`config.mk`:
```
export PLATFORM = sky130hd
export DESIGN_NAME = kmp_substring_matcher
export DESIGN_NICKNAME = d
export VERILOG_FILES = /design/src/rtl/kmp_pkg.sv /design/src/rtl/kmp_substring_matcher.sv /design/src/rtl/kmp_ram.sv /design/src/rtl/kmp_front.sv /design/src/rtl/kmp_back.sv
export VERILOG_INCLUDE_DIRS = /design/src /design/src/rtl
export SDC_FILE = /design/constraint.sdc
export NUM_CORES = 2
export LEC_CHECK = 0
export BUFFER_PORTS_ARGS = -buffer_cell sky130_fd_sc_hd__buf_2
export CORE_MARGIN = 2
export CORE_UTILIZATION = 31
export DETAILED_ROUTE_END_ITERATION = 10
export SLEW_MARGIN = 5
export SYNTH_ARGS = -nofsm -noshare
export SYNTH_HDL_FRONTEND = slang
export SYNTH_SLANG_ARGS = --single-unit
```
`constraint.sdc`:
```
create_clock -name clock -period 7.68 [get_ports clock]
set_clock_uncertainty 0.05 [all_clocks]
set_input_delay 1.152 -clock clock [delete_from_list [all_inputs] [get_ports clock]]
set_output_delay 1.152 -clock clock [all_outputs]
set_load 0.01 [all_outputs]
```
`src/rtl/assert_macros.svh`:
```
// ----------------------------------------------------------------------------
// assert_macros.svh
// Shared concurrent assertion macros, clocked on clock, disabled in reset.
// ----------------------------------------------------------------------------
`ifndef ASSERT_MACROS_SVH
`define ASSERT_MACROS_SVH

// Check a condition at every clock edge outside reset.
`define ASSERT_ALWAYS(name, expr, msg) \
   name: assert property (@(posedge clock) disable iff (reset) (expr)) else $error(msg);

// Check that a condition implies another one on the next clock edge.
`define ASSERT_NEXT(name, ante, cons, msg) \
   name: assert property (@(posedge clock) disable iff (reset) (ante) |=> (cons)) \
      else $error(msg);

`endif

```
`src/rtl/kmp_pkg.sv`:
```
// ----------------------------------------------------------------------------
// kmp_pkg
// Types and constants shared by the KMP substring matcher modules.
// ----------------------------------------------------------------------------
`default_nettype none

package kmp_pkg;

   // Pattern capacity and derived widths
   localparam int PATTERN_MAX = 64;
   localparam int IDX_W       = (PATTERN_MAX > 1) ? $clog2(PATTERN_MAX) : 1;
   localparam int LEN_W       = $clog2(PATTERN_MAX + 1);
   localparam int CODE_W      = 16;

   // Command queue between front and back
   localparam int QUEUE_DEPTH = 2;
   localparam int QPTR_W      = (QUEUE_DEPTH > 1) ? $clog2(QUEUE_DEPTH) : 1;
   localparam int QCNT_W      = $clog2(QUEUE_DEPTH + 1);

   // Stream widths
   localparam int REQ_DATA_W  = 16;
   localparam int REQ_USER_W  = 2;
   localparam int RSP_DATA_W  = 8;

   // Input kind codes
   localparam logic KIND_PATTERN = 1'b0;
   localparam logic KIND_TITLE   = 1'b1;

   // Classified operation
   typedef enum logic [1:0] {
      OP_PATTERN_NEW,
      OP_PATTERN_ADD,
      OP_TITLE_NEW,
      OP_TITLE_CONT
   } op_type;

   typedef struct packed {
      op_type              op;
      logic [CODE_W-1:0]   code;
      logic                last;
   } cmd_type;

   typedef struct packed {
      logic ovf;
      logic done;
      logic found;
   } rsp_type;

   typedef struct packed {
      logic             busy;
      logic [LEN_W-1:0] len;
      logic [LEN_W-1:0] prog;
      logic [LEN_W-1:0] bp;
   } status_type;

   typedef enum logic [1:0] {
      ST_IDLE,
      ST_CMP,
      ST_FIX,
      ST_EMIT
   } state_type;

endpackage

`default_nettype wire

```
`src/rtl/kmp_substring_matcher.sv`:
```
// ----------------------------------------------------------------------------
// kmp_substring_matcher
// Streaming KMP substring search over 16-bit code units, one result per item.
// ----------------------------------------------------------------------------
// Each result passes through queue entry, back-end sequencing and the output
//   register; a unit that needs comparison adds a compare step per fallback,
//   and a full match adds a fix step that fetches its failure value.
// The back end takes a new item only once the last result is in the output register;
//   each fallback step waits on registered RAM read data.
// Reset: synchronous; clears queue, lengths, progress and flags, not the RAMs.
// ----------------------------------------------------------------------------
`default_nettype none
`include "assert_macros.svh"

module kmp_substring_matcher (
   input  wire logic                             clock,
   input  wire logic                             reset,
   input  wire logic                             req_tvalid,
   output logic                                  req_tready,
   input  wire logic [kmp_pkg::REQ_DATA_W-1:0]   req_tdata,  // [15:0] code_unit
   input  wire logic [kmp_pkg::REQ_USER_W-1:0]   req_tuser,  // [0] kind, [1] first
   input  wire logic                             req_tlast,  // last
   output logic                                  rsp_tvalid,
   input  wire logic                             rsp_tready,
   output logic      [kmp_pkg::RSP_DATA_W-1:0]   rsp_tdata,  // [0] found, [1] pattern_overflow
   output logic                                  rsp_tlast   // title_done
);
   import kmp_pkg::*;

   logic       cmd_valid;
   logic       cmd_ready;
   cmd_type    cmd;
   rsp_type    rsp;
   status_type status;

   kmp_front u_front (
      .clock      (clock),
      .reset      (reset),
      .req_tvalid (req_tvalid),
      .req_tready (req_tready),
      .req_tdata  (req_tdata),
      .req_tuser  (req_tuser),
      .req_tlast  (req_tlast),
      .cmd_valid  (cmd_valid),
      .cmd_ready  (cmd_ready),
      .cmd        (cmd)
   );

   kmp_back u_back (
      .clock     (clock),
      .reset     (reset),
      .cmd_valid (cmd_valid),
      .cmd_ready (cmd_ready),
      .cmd       (cmd),
      .rsp_valid (rsp_tvalid),
      .rsp_ready (rsp_tready),
      .rsp       (rsp),
      .status    (status)
   );

   // Pack result fields
   assign rsp_tdata = {(RSP_DATA_W - 2)'(0), rsp.ovf, rsp.found};
   assign rsp_tlast = rsp.done;

   `ASSERT_ALWAYS(a_len_in_range, status.len <= LEN_W'(PATTERN_MAX),
      "pattern length beyond capacity")
   `ASSERT_ALWAYS(a_prog_in_range, (status.prog == '0) || (status.prog < status.len),
      "match progress not below pattern length")
   `ASSERT_ALWAYS(a_bp_in_range, (status.bp == '0) || (status.bp < status.len),
      "build prefix not below pattern length")
   `ASSERT_NEXT(a_pop_busy, cmd_valid && cmd_ready, status.busy,
      "command taken but back end stayed idle")

endmodule

`default_nettype wire

```
`src/rtl/kmp_ram.sv`:
```
// ----------------------------------------------------------------------------
// kmp_ram
// Generic single write port, single read port RAM with registered read.
// ----------------------------------------------------------------------------
`default_nettype none

module kmp_ram #(
   parameter int WIDTH = 16,
   parameter int DEPTH = 64
) (
   input  wire logic                                       clock,
   input  wire logic                                       we,
   input  wire logic [((DEPTH > 1) ? $clog2(DEPTH) : 1)-1:0] waddr,
   input  wire logic [WIDTH-1:0]                           wdata,
   input  wire logic [((DEPTH > 1) ? $clog2(DEPTH) : 1)-1:0] raddr,
   output logic      [WIDTH-1:0]                           rdata
);

   logic [WIDTH-1:0] mem_ff [DEPTH];

   // Write, and register the read data
   always_ff @(posedge clock) begin
      if (we) begin
         mem_ff[waddr] <= wdata;
      end
      rdata <= mem_ff[raddr];
   end

endmodule

`default_nettype wire

```
`src/rtl/kmp_front.sv`:
```
// ----------------------------------------------------------------------------
// kmp_front
// Accepts input transactions, classifies them and queues the commands.
// ----------------------------------------------------------------------------
`default_nettype none

module kmp_front (
   input  wire logic                             clock,
   input  wire logic                             reset,
   input  wire logic                             req_tvalid,
   output logic                                  req_tready,
   input  wire logic [kmp_pkg::REQ_DATA_W-1:0]   req_tdata,  // [15:0] code_unit
   input  wire logic [kmp_pkg::REQ_USER_W-1:0]   req_tuser,  // [0] kind, [1] first
   input  wire logic                             req_tlast,  // last
   output logic                                  cmd_valid,
   input  wire logic                             cmd_ready,
   output kmp_pkg::cmd_type                      cmd
);
   import kmp_pkg::*;

   cmd_type             queue_ff [QUEUE_DEPTH];
   logic [QPTR_W-1:0]   wr_ptr_ff, wr_ptr_in;
   logic [QPTR_W-1:0]   rd_ptr_ff, rd_ptr_in;
   logic [QCNT_W-1:0]   count_ff, count_in;
   cmd_type             new_cmd;
   logic                push;
   logic                pop;

   // Classify the incoming transaction
   always_comb begin
      new_cmd.code = req_tdata[CODE_W-1:0];
      new_cmd.last = req_tlast;
      if (req_tuser[0] == KIND_TITLE) begin
         new_cmd.op = req_tuser[1] ? OP_TITLE_NEW : OP_TITLE_CONT;
      end else begin
         new_cmd.op = req_tuser[1] ? OP_PATTERN_NEW : OP_PATTERN_ADD;
      end
   end

   assign req_tready = (count_ff != QCNT_W'(QUEUE_DEPTH));
   assign cmd_valid  = (count_ff != '0);
   assign cmd        = queue_ff[rd_ptr_ff];
   assign push       = req_tvalid && req_tready;
   assign pop        = cmd_valid && cmd_ready;

   // Advance pointers and occupancy
   always_comb begin
      wr_ptr_in = wr_ptr_ff;
      rd_ptr_in = rd_ptr_ff;
      count_in  = count_ff;
      if (push) begin
         wr_ptr_in = (wr_ptr_ff == QPTR_W'(QUEUE_DEPTH - 1)) ? '0 : wr_ptr_ff + 1'b1;
      end
      if (pop) begin
         rd_ptr_in = (rd_ptr_ff == QPTR_W'(QUEUE_DEPTH - 1)) ? '0 : rd_ptr_ff + 1'b1;
      end
      if (push && !pop) begin
         count_in = count_ff + 1'b1;
      end else if (pop && !push) begin
         count_in = count_ff - 1'b1;
      end
   end

   always_ff @(posedge clock) begin
      if (reset) begin
         wr_ptr_ff <= '0;
         rd_ptr_ff <= '0;
         count_ff  <= '0;
      end else begin
         wr_ptr_ff <= wr_ptr_in;
         rd_ptr_ff <= rd_ptr_in;
         count_ff  <= count_in;
      end
   end

   // Store the classified command
   always_ff @(posedge clock) begin
      if (push) begin
         queue_ff[wr_ptr_ff] <= new_cmd;
      end
   end

endmodule

`default_nettype wire

```
`src/rtl/kmp_back.sv`:
```
// ----------------------------------------------------------------------------
// kmp_back
// Executes queued commands: builds the failure table, runs the KMP search
// with fallback steps, and holds the result in an output register.
// ----------------------------------------------------------------------------
`default_nettype none

module kmp_back (
   input  wire logic           clock,
   input  wire logic           reset,
   input  wire logic           cmd_valid,
   output logic                cmd_ready,
   input  wire kmp_pkg::cmd_type cmd,
   output logic                rsp_valid,
   input  wire logic           rsp_ready,
   output kmp_pkg::rsp_type    rsp,
   output kmp_pkg::status_type status
);
   import kmp_pkg::*;

   state_type          state_ff, state_in;
   logic [LEN_W-1:0]   len_ff, len_in;
   logic [LEN_W-1:0]   bp_ff, bp_in;
   logic [LEN_W-1:0]   prog_ff, prog_in;
   logic [LEN_W-1:0]   k_ff, k_in;
   logic               found_ff, found_in;
   logic               ovf_ff, ovf_in;
   cmd_type            cur_ff, cur_in;
   rsp_type            res_ff, res_in;
   logic               out_valid_ff, out_valid_in;
   rsp_type            out_ff, out_in;

   logic               st_we;
   logic [IDX_W-1:0]   st_waddr;
   logic [CODE_W-1:0]  st_wdata;
   logic [IDX_W-1:0]   st_raddr;
   logic [CODE_W-1:0]  st_rdata;
   logic               fl_we;
   logic [IDX_W-1:0]   fl_waddr;
   logic [LEN_W-1:0]   fl_wdata;
   logic [IDX_W-1:0]   fl_raddr;
   logic [LEN_W-1:0]   fl_rdata;
   logic [LEN_W-1:0]   k_dec;

   kmp_ram #(.WIDTH(CODE_W), .DEPTH(PATTERN_MAX)) u_store (
      .clock (clock),
      .we    (st_we),
      .waddr (st_waddr),
      .wdata (st_wdata),
      .raddr (st_raddr),
      .rdata (st_rdata)
   );

   kmp_ram #(.WIDTH(LEN_W), .DEPTH(PATTERN_MAX)) u_fail (
      .clock (clock),
      .we    (fl_we),
      .waddr (fl_waddr),
      .wdata (fl_wdata),
      .raddr (fl_raddr),
      .rdata (fl_rdata)
   );

   // Sequence one command at a time
   always_comb begin
      logic             is_new;
      logic [LEN_W-1:0] len_eff;
      logic [LEN_W-1:0] bp_eff;
      logic             ovf_eff;
      logic             found_eff;
      logic [LEN_W-1:0] prog_eff;
      logic             hit;
      logic [LEN_W-1:0] k_next;

      state_in     = state_ff;
      len_in       = len_ff;
      bp_in        = bp_ff;
      prog_in      = prog_ff;
      k_in         = k_ff;
      found_in     = found_ff;
      ovf_in       = ovf_ff;
      cur_in       = cur_ff;
      res_in       = res_ff;
      out_in       = out_ff;
      out_valid_in = out_valid_ff;
      cmd_ready    = 1'b0;
      st_we        = 1'b0;
      st_waddr     = len_ff[IDX_W-1:0];
      st_wdata     = cur_ff.code;
      fl_we        = 1'b0;
      fl_waddr     = len_ff[IDX_W-1:0];
      fl_wdata     = '0;
      is_new       = 1'b0;
      len_eff      = len_ff;
      bp_eff       = bp_ff;
      ovf_eff      = ovf_ff;
      found_eff    = found_ff;
      prog_eff     = prog_ff;
      hit          = (st_rdata == cur_ff.code);
      k_next       = k_ff + LEN_W'(hit);

      // Drop the output transaction once taken
      if (rsp_ready) begin
         out_valid_in = 1'b0;
      end

      case (state_ff)
         ST_IDLE: begin
            cmd_ready = 1'b1;
            if (cmd_valid) begin
               cur_in = cmd;
               case (cmd.op)
                  OP_PATTERN_NEW, OP_PATTERN_ADD: begin
                     is_new  = (cmd.op == OP_PATTERN_NEW);
                     len_eff = is_new ? '0 : len_ff;
                     bp_eff  = is_new ? '0 : bp_ff;
                     ovf_eff = is_new ? 1'b0 : ovf_ff;
                     prog_in = '0;
                     len_in  = len_eff;
                     bp_in   = bp_eff;
                     ovf_in  = ovf_eff;
                     res_in.found = found_ff;
                     res_in.done  = 1'b0;
                     if (len_eff >= LEN_W'(PATTERN_MAX)) begin
                        // Pattern full: drop the unit
                        ovf_in     = 1'b1;
                        res_in.ovf = 1'b1;
                        state_in   = ST_EMIT;
                     end else if (len_eff == '0) begin
                        // First unit: failure value is zero
                        st_we      = 1'b1;
                        st_waddr   = '0;
                        st_wdata   = cmd.code;
                        fl_we      = 1'b1;
                        fl_waddr   = '0;
                        fl_wdata   = '0;
                        bp_in      = '0;
                        len_in     = LEN_W'(1);
                        res_in.ovf = ovf_eff;
                        state_in   = ST_EMIT;
                     end else begin
                        k_in     = (bp_eff >= len_eff) ? '0 : bp_eff;
                        state_in = ST_CMP;
                     end
                  end
                  OP_TITLE_NEW, OP_TITLE_CONT: begin
                     is_new    = (cmd.op == OP_TITLE_NEW);
                     found_eff = is_new ? 1'b0 : found_ff;
                     prog_eff  = is_new ? '0 : prog_ff;
                     found_in  = found_eff;
                     prog_in   = prog_eff;
                     if (len_ff == '0) begin
                        // Empty pattern never matches
                        res_in.found = found_eff;
                        res_in.done  = cmd.last;
                        res_in.ovf   = ovf_ff;
                        if (cmd.last) begin
                           found_in = 1'b0;
                           prog_in  = '0;
                        end
                        state_in = ST_EMIT;
                     end else begin
                        k_in     = (prog_eff >= len_ff) ? '0 : prog_eff;
                        state_in = ST_CMP;
                     end
                  end
                  default: begin
                  end
               endcase
            end
         end
         ST_CMP: begin
            if ((k_ff != '0) && !hit) begin
               // Fall back through the failure table
               k_in = fl_rdata;
            end else if ((cur_ff.op == OP_PATTERN_NEW) || (cur_ff.op == OP_PATTERN_ADD)) begin
               // Append unit and its failure value
               st_we        = 1'b1;
               fl_we        = 1'b1;
               fl_wdata     = k_next;
               bp_in        = k_next;
               len_in       = len_ff + 1'b1;
               res_in.found = found_ff;
               res_in.done  = 1'b0;
               res_in.ovf   = ovf_ff;
               state_in     = ST_EMIT;
            end else if (k_next >= len_ff) begin
               // Full match: fetch failure value of the last unit
               k_in     = k_next;
               found_in = 1'b1;
               state_in = ST_FIX;
            end else begin
               prog_in      = k_next;
               res_in.found = found_ff;
               res_in.done  = cur_ff.last;
               res_in.ovf   = ovf_ff;
               if (cur_ff.last) begin
                  found_in = 1'b0;
                  prog_in  = '0;
               end
               state_in = ST_EMIT;
            end
         end
         ST_FIX: begin
            res_in.found = 1'b1;
            res_in.done  = cur_ff.last;
            res_in.ovf   = ovf_ff;
            found_in     = !cur_ff.last;
            prog_in      = cur_ff.last ? '0 : fl_rdata;
            state_in     = ST_EMIT;
         end
         ST_EMIT: begin
            // Hand the result to the output register when free
            if (!out_valid_ff || rsp_ready) begin
               out_valid_in = 1'b1;
               out_in       = res_ff;
               state_in     = ST_IDLE;
            end
         end
         default: begin
            state_in = ST_IDLE;
         end
      endcase
   end

   // Read addresses follow the next fallback index
   assign k_dec    = k_in - LEN_W'(1);
   assign st_raddr = k_in[IDX_W-1:0];
   assign fl_raddr = k_dec[IDX_W-1:0];

   always_ff @(posedge clock) begin
      if (reset) begin
         state_ff     <= ST_IDLE;
         len_ff       <= '0;
         bp_ff        <= '0;
         prog_ff      <= '0;
         found_ff     <= 1'b0;
         ovf_ff       <= 1'b0;
         out_valid_ff <= 1'b0;
      end else begin
         state_ff     <= state_in;
         len_ff       <= len_in;
         bp_ff        <= bp_in;
         prog_ff      <= prog_in;
         found_ff     <= found_in;
         ovf_ff       <= ovf_in;
         out_valid_ff <= out_valid_in;
      end
   end

   // Payload registers
   always_ff @(posedge clock) begin
      k_ff   <= k_in;
      cur_ff <= cur_in;
      res_ff <= res_in;
      out_ff <= out_in;
   end

   assign rsp_valid   = out_valid_ff;
   assign rsp         = out_ff;
   assign status.busy = (state_ff != ST_IDLE);
   assign status.len  = len_ff;
   assign status.prog = prog_ff;
   assign status.bp   = bp_ff;

endmodule

`default_nettype wire
```
# Word-level counts from Yosys, hierarchy flattened
# Memories as Yosys holds them, arrays and structs flattened. A register that Yosys moved wholly into a read port is not among the register bits.
# Index checks and enable logic that the tools add are counted.
# W data, S select, Z words.
# word_totals
register_bits,62
ram_bits,1510
input_bits,23
output_inout_bits,11
wordCells,194
n_memories,3
# op_classes
addsub,7
n_lt_le_gt_ge,4
eq_ne,21
mux,106
n_reduce_logical,33
# memory_table
name,depth,width,read_ports,rd_ports_with_merged_regs,write_ports,line_no,source
u_back.u_store.mem_ff,64,16,1,1,1,kmp_ram.sv:19,logic [WIDTH-1:0] mem_ff [DEPTH];
u_back.u_fail.mem_ff,64,7,1,1,1,kmp_ram.sv:19,
u_front.queue_ff,2,19,1,1,1,kmp_front.sv:21,cmd_type queue_ff [QUEUE_DEPTH];
# op_table
operator,n
$mux W7,35
$mux W16,5
$pmux W7 S2,5
$mux W1,34
$mux W6,5
$ge A7 B7 Y1,3
$pmux W7 S3,1
$mux W2,10
$eq A16 B16 Y1,1
$mux W3,5
$reduce_and A5 Y1,3
$logic_not A7 Y1,2
$ne A2 B2 Y1 const B,7
$reduce_and A6 Y1,2
$pmux W3 S3,1
$eq A2 B2 Y1 const B,4
$pmux W2 S4,1
$add A7 B1 Y7,1
$add A7 B1 Y7 const B,1
$ge A7 B7 Y1 const B,1
$reduce_bool A7 Y1,1
$eq A2 B1 Y1 const B,3
$logic_not A2 Y1,3
$ne A3 B2 Y1 const B,2
19 further kinds,35

# Longest topological paths before layout
# depth
word_depth,10
ltp_mapped,33
depth_no_buf,27

# Modules after synthesis
# Synthesis repeated with hierarchy kept, for this count alone.
# hier_totals
hier_cells,3221
hier_area_um2,63460.9
# by_module_without_submodules
module,instances,cells_per_inst,area_per_inst_um2,seq_area_each_um2
kmp_ram (u_back.u_store),1,1829,40042.2,31069.8
kmp_ram (u_back.u_fail),1,837,17673.2,13593.0
kmp_back,1,464,4102.7,1391.3
kmp_front,1,84,1594.0,1241.2
kmp_substring_matcher,1,7,48.8,0.0

# Worst setup path before layout
# Ideal clock, no wire load.
# synth_timing
path_kind,register to register
startpoint,register u_back.cur_ff[12] (netlist bit)
endpoint,register u_back.u_fail.rdata[5] (read register of u_back.u_fail.mem_ff)
setup_time_ps,130
t_arrival_ps,6526
required_time_ps,7500
path_slack_ps,974
path_stages_with_launch,33
path_buffers,8
synth_period_minus_slack_ps,6706
path_cell_list,edfxtp_1 -> xnor2_1 -> nand4_1 -> nor4_2 -> ha_1 -> ha_1 -> and3_1 -> and3_1 -> xnor2_1 -> inv_1 -> ha_1 -> nand4_1 -> nor2_1 -> a211o_1 -> nand3_1 -> nand3_1 -> a311o_1 -> buf_2 -> inv_2 -> buf_2 -> buf_2 -> clkbuf_1 -> buf_2 -> ha_1 -> clkbuf_1 -> clkinv_1 -> clkbuf_1 -> clkbuf_1 -> mux4_2 -> a22oi_1 -> a22oi_1 -> a22oi_1 -> o211ai_1
# synth_between
elab_chain_cells,8
elab_cells_between_ends,10
cone_classes,2 x add/sub; 1 x order compare; 1 x eq/ne; 4 x mux; 2 x reduce/logical
# synth_lines
item,line_no,source
from (decl),kmp_back.sv:28,"cmd_type cur_ff, cur_in;"
from (signal assigned),kmp_back.sv:253,cur_ff <= cur_in;
$eq A16 B16 Y1 (*),kmp_back.sv:98,hit = (st_rdata == cur_ff.code);
$add A7 B1 Y7,kmp_back.sv:99,k_next = k_ff + LEN_W'(hit);
$ge A7 B7 Y1,kmp_back.sv:186,end else if (k_next >= len_ff) begin
$mux W7,kmp_back.sv:186,
$mux W7,kmp_back.sv:175,end else if ((cur_ff.op == OP_PATTERN_NEW) || (cur_ff.op == OP_PATTERN_ADD)) begin
$mux W7 (*),kmp_back.sv:172,if ((k_ff != '0) && !hit) begin
$pmux W7 S2 (*),kmp_back.sv:106,case (state_ff)
$sub A6 B1 Y6 (*),kmp_back.sv:226,assign k_dec = k_in - LEN_W'(1);
to (decl),kmp_ram.sv:16,output logic [WIDTH-1:0] rdata
# Every way passes the cells marked *; elsewhere a longest branch is shown, timed or not.
# A chain may end at the register's enable or synchronous reset.

# Worst setup path in the final report
# layout_timing
startpoint,register u_back.cur_ff[12] (netlist bit)
endpoint,register u_back.u_store.rdata[5] (read register of u_back.u_store.mem_ff)
# layout_between
elab_chain_cells,7
elab_cells_between_ends,9
cone_classes,1 x add/sub; 1 x order compare; 1 x eq/ne; 4 x mux; 2 x reduce/logical
# layout_lines
item,line_no
$eq A16 B16 Y1 (*),kmp_back.sv:98
$add A7 B1 Y7,kmp_back.sv:99
$ge A7 B7 Y1,kmp_back.sv:186
$mux W7,kmp_back.sv:186
$mux W7,kmp_back.sv:175
$mux W7 (*),kmp_back.sv:172
$pmux W7 S2 (*),kmp_back.sv:106
to (decl),kmp_ram.sv:16
# Marks and branches as above.

==> out/results.ini <==
[run_status]
status=complete, no violations

[critical_path]
path_delay_family=compound AO/OA/AOI/OAI gates
crit_path_end=u_back.u_store.rdata[5]
start_kind=register
slowest_stage=nand2_1
crit_start=u_back.cur_ff[12]
cp.required_ns=8.31
r2r_slack_ns=0.75
cp_max_fo=20
r2r_start=u_back.cur_ff[12]
crit_buf_inv=4
slowest_delay_ns=0.76
path_cells=xnor2_1 -> nand4_1 -> nor4_2 -> buf_4 -> ha_1 -> ha_1 -> and3_1 -> and3_1 -> xnor2_1 -> inv_1 -> ha_1 -> nand4_1 -> nor2_1 -> a211o_1 -> buf_4 -> a31oi_1 -> o311a_1 -> nor2_4 -> buf_4 -> nand2_1 -> o221ai_1 -> a31oi_1 -> a2bb2oi_1 -> o211ai_1
crit_arrival_ns=7.56
r2r_cells=24
rr_endpoint=u_back.u_store.rdata[5]
end_kind=register
critical_path_class=register to register
path_depth=24

[yosys]
yosys_most_used_dff=edfxtp_1
syn_avg_cell_area_um2=14.53
yosysWarnings=0
synth-seq-cells=1595
synth_cell_types=77
synth_top_area_share_pct=71.20
synth_edf_count=1535
synth_area_leaders=edfxtp_1, nand2_1, nand3_1
async_reset_ff_share_pct=0
netlist_area_mm2=0.06474
yosysSeqAreaShare_pct=73.06
synth.largest_area_cell=edfxtp_1
synthesis.instances=4457

[timing]
rsz0062_at_grt=false
fin_crit_ns=6.929
relSlewSlack_pct=15.68
fmax_ghz=0.1443
worstMarginPinSlew_ns=1.260
period_share_pct=90.22
maxSlewViolCount=0
setup_viol=0
finalHoldWorstSlack_ns=0.3809
hold_viol=0
tns_ns=0

[floorplanning]
core_region_area_mm2=0.2073
start_util_pct=31.23
fp.dieH_um=461.0
dieArea_mm2=0.2125
row_count=167
die_w_um=461.0
pin_count=34

[detailed_routing]
highest_layer=met4
wl_met3_um=16510
vias=40130
wl_met2_um=85830
vias_per_cell=5.410
wl_met1_um=78570
drtIter0Drc=5382
drc_errors=0
drt.antenna.violating_nets=0
drt_pass1_iterations=6
wirelength_um=185100
wire_per_inst_um=24.96

[final_layout]
final_util_pct=35.54
final_area_mm2=0.07367
nets=4548
layout-drive-gt1-share_pct=13.63
diodes=0
area_delta_synth_final_pct=13.79
fillers=19690

[clock_tree]
clk_path_buf_depth=3
h-tree-depth=4
clk_latency_ns=0.83
cts_resized=0
clk_pin_slew_worst_paths_ns=0.06
cts-buffers-inserted=165
cts_root_buf=clkbuf_16
postCtsHoldBufs=0
cts_tree=done
post-cts-setup-buffer-count=0
cts.sinks=1595

[global_route]
grt_pass1_vias=38060
grt_pass1_wl_um=269300
antenna_found_initial=1
grt_use_total_pct=17.10
grt_max_degree=154
grt_overflow=0

[min_path]
holdPathStages=0
hold_class=register to register

[place]
port_buffers=27
placed_cell_area_mm2=0.06846
hpwl_um=108600
place_congestion=0.9004

[power_and_ir_drop]
peakVddDrop_v=0.0007170
leakagePower_uw=0.02318
power.density_mw_per_mm2=451.2

[flow_run]
max-cap-violations=0

cells in the mapped netlist, types with 21 or more instances:
master and count:
edfxtp_1 1535, nand2_1 909, nand3_1 302, clkbuf_1 189, nor2_1 139, mux2i_1 128
a31oi_1 99, a211oi_1 86, a311oi_1 81, nand4_1 80, o211ai_1 75, mux4_2 66
and3_1 65, o31a_1 65, buf_2 60, dfxtp_1 60, buf_4 40, ha_1 31
o2111ai_1 30, o22a_1 30, inv_1 27, o221ai_1 27, nor3_1 22, a22oi_1 21
xnor2_1 21
cells in the final DEF, fill, tap and decap left out, types with 75 or more instances in the layout:
| master | instances |
|---|---|
| a311oi_1 | 81 |
| o211ai_1 | 75 |
| nand3_1 | 302 |
| a31oi_1 | 99 |
| mux2i_1 | 127 |
| buf_4 | 144 |
| clkbuf_16 | 166 |
| nand4_1 | 80 |
| nand2_1 | 893 |
| a211oi_1 | 86 |
| edfxtp_1 | 1535 |
layout make-up:
cell class,instances,area [um2],area share [%]
Sequential cell,1595,47300,64.20
Multi-Input combinational cell,2518,16120,21.88
Clock buffer,212,4377,5.941
Tap cell,2788,3488,4.735
Timing Repair Buffer,180,1396,1.895
Clock inverter,91,825.8,1.121
Inverter,34,163.9,0.2225
report_power, final:
part | leakage (uW) | internal, uW | switching, uW
combinational | 0.00713 | 4080 | 10300
clock | 0.00255 | 4390 | 3390
sequential | 0.0135 | 10800 | 189
per-layer routing:
metal	vias to the layer above	global-route usage, %
li1	17330	-
met3	254	3.099
met1	20560	24.51
met5	-	0
met4	0	4.792
met2	1986	26.52
sequential cells by signal, summed over array words and instances (netlist names), named ones only:
register               count
u_back.state_ff            2
u_back.prog_ff             7
u_back.u_store.rdata      16
u_back.found_ff            1
u_back.rsp                 3
u_front.queue_ff          38
u_front.wr_ptr_ff          1
u_back.u_store.mem_ff   1024
u_back.k_ff                7
u_back.ovf_ff              1
u_back.len_ff              7
u_back.cur_ff             18
u_back.res_ff              3
u_front.count_ff           2
u_back.u_fail.mem_ff     448
u_front.rd_ptr_ff          1
u_back.rsp_valid           1
u_back.bp_ff               7
u_back.u_fail.rdata        7
logic make-up after synthesis:
family          Yosys count  share of synthesized area, %
compound gates          651                         7.976
xor+xnor                 29                        0.3923
fa+ha+maj                31                        0.5991
buf+inv                 349                         2.576
flops                  1595                         73.06
mux                     214                         4.627
other cells               1                      0.005793
simple gates           1587                         10.77
stage by stage:
step	instances	setup WS [ns]	total power, uW
finish	7418	0.7511	33240
global route	7418	0.4685	34610
CTS	7418	0.9581	33200
detailed placement	7115	0.9792	25450
global placement	7115	0.9567	25300
floorplan	4462	0.9741	20320
how the worst min path moves through the flow:
stage / start / to / slack, ns
floorplan: u_back.res_ff[0] / u_back.rsp[0] / 0.35
global placement: u_back.res_ff[1] / u_back.rsp[1] / 0.36
detailed placement: u_back.res_ff[1] / u_back.rsp[1] / 0.37
CTS: u_back.res_ff[2] / u_back.rsp[2] / 0.38
global route: u_back.res_ff[1] / u_back.rsp[1] / 0.39
finish: u_back.res_ff[1] / u_back.rsp[1] / 0.38
(Power assumes the default switching activity.)
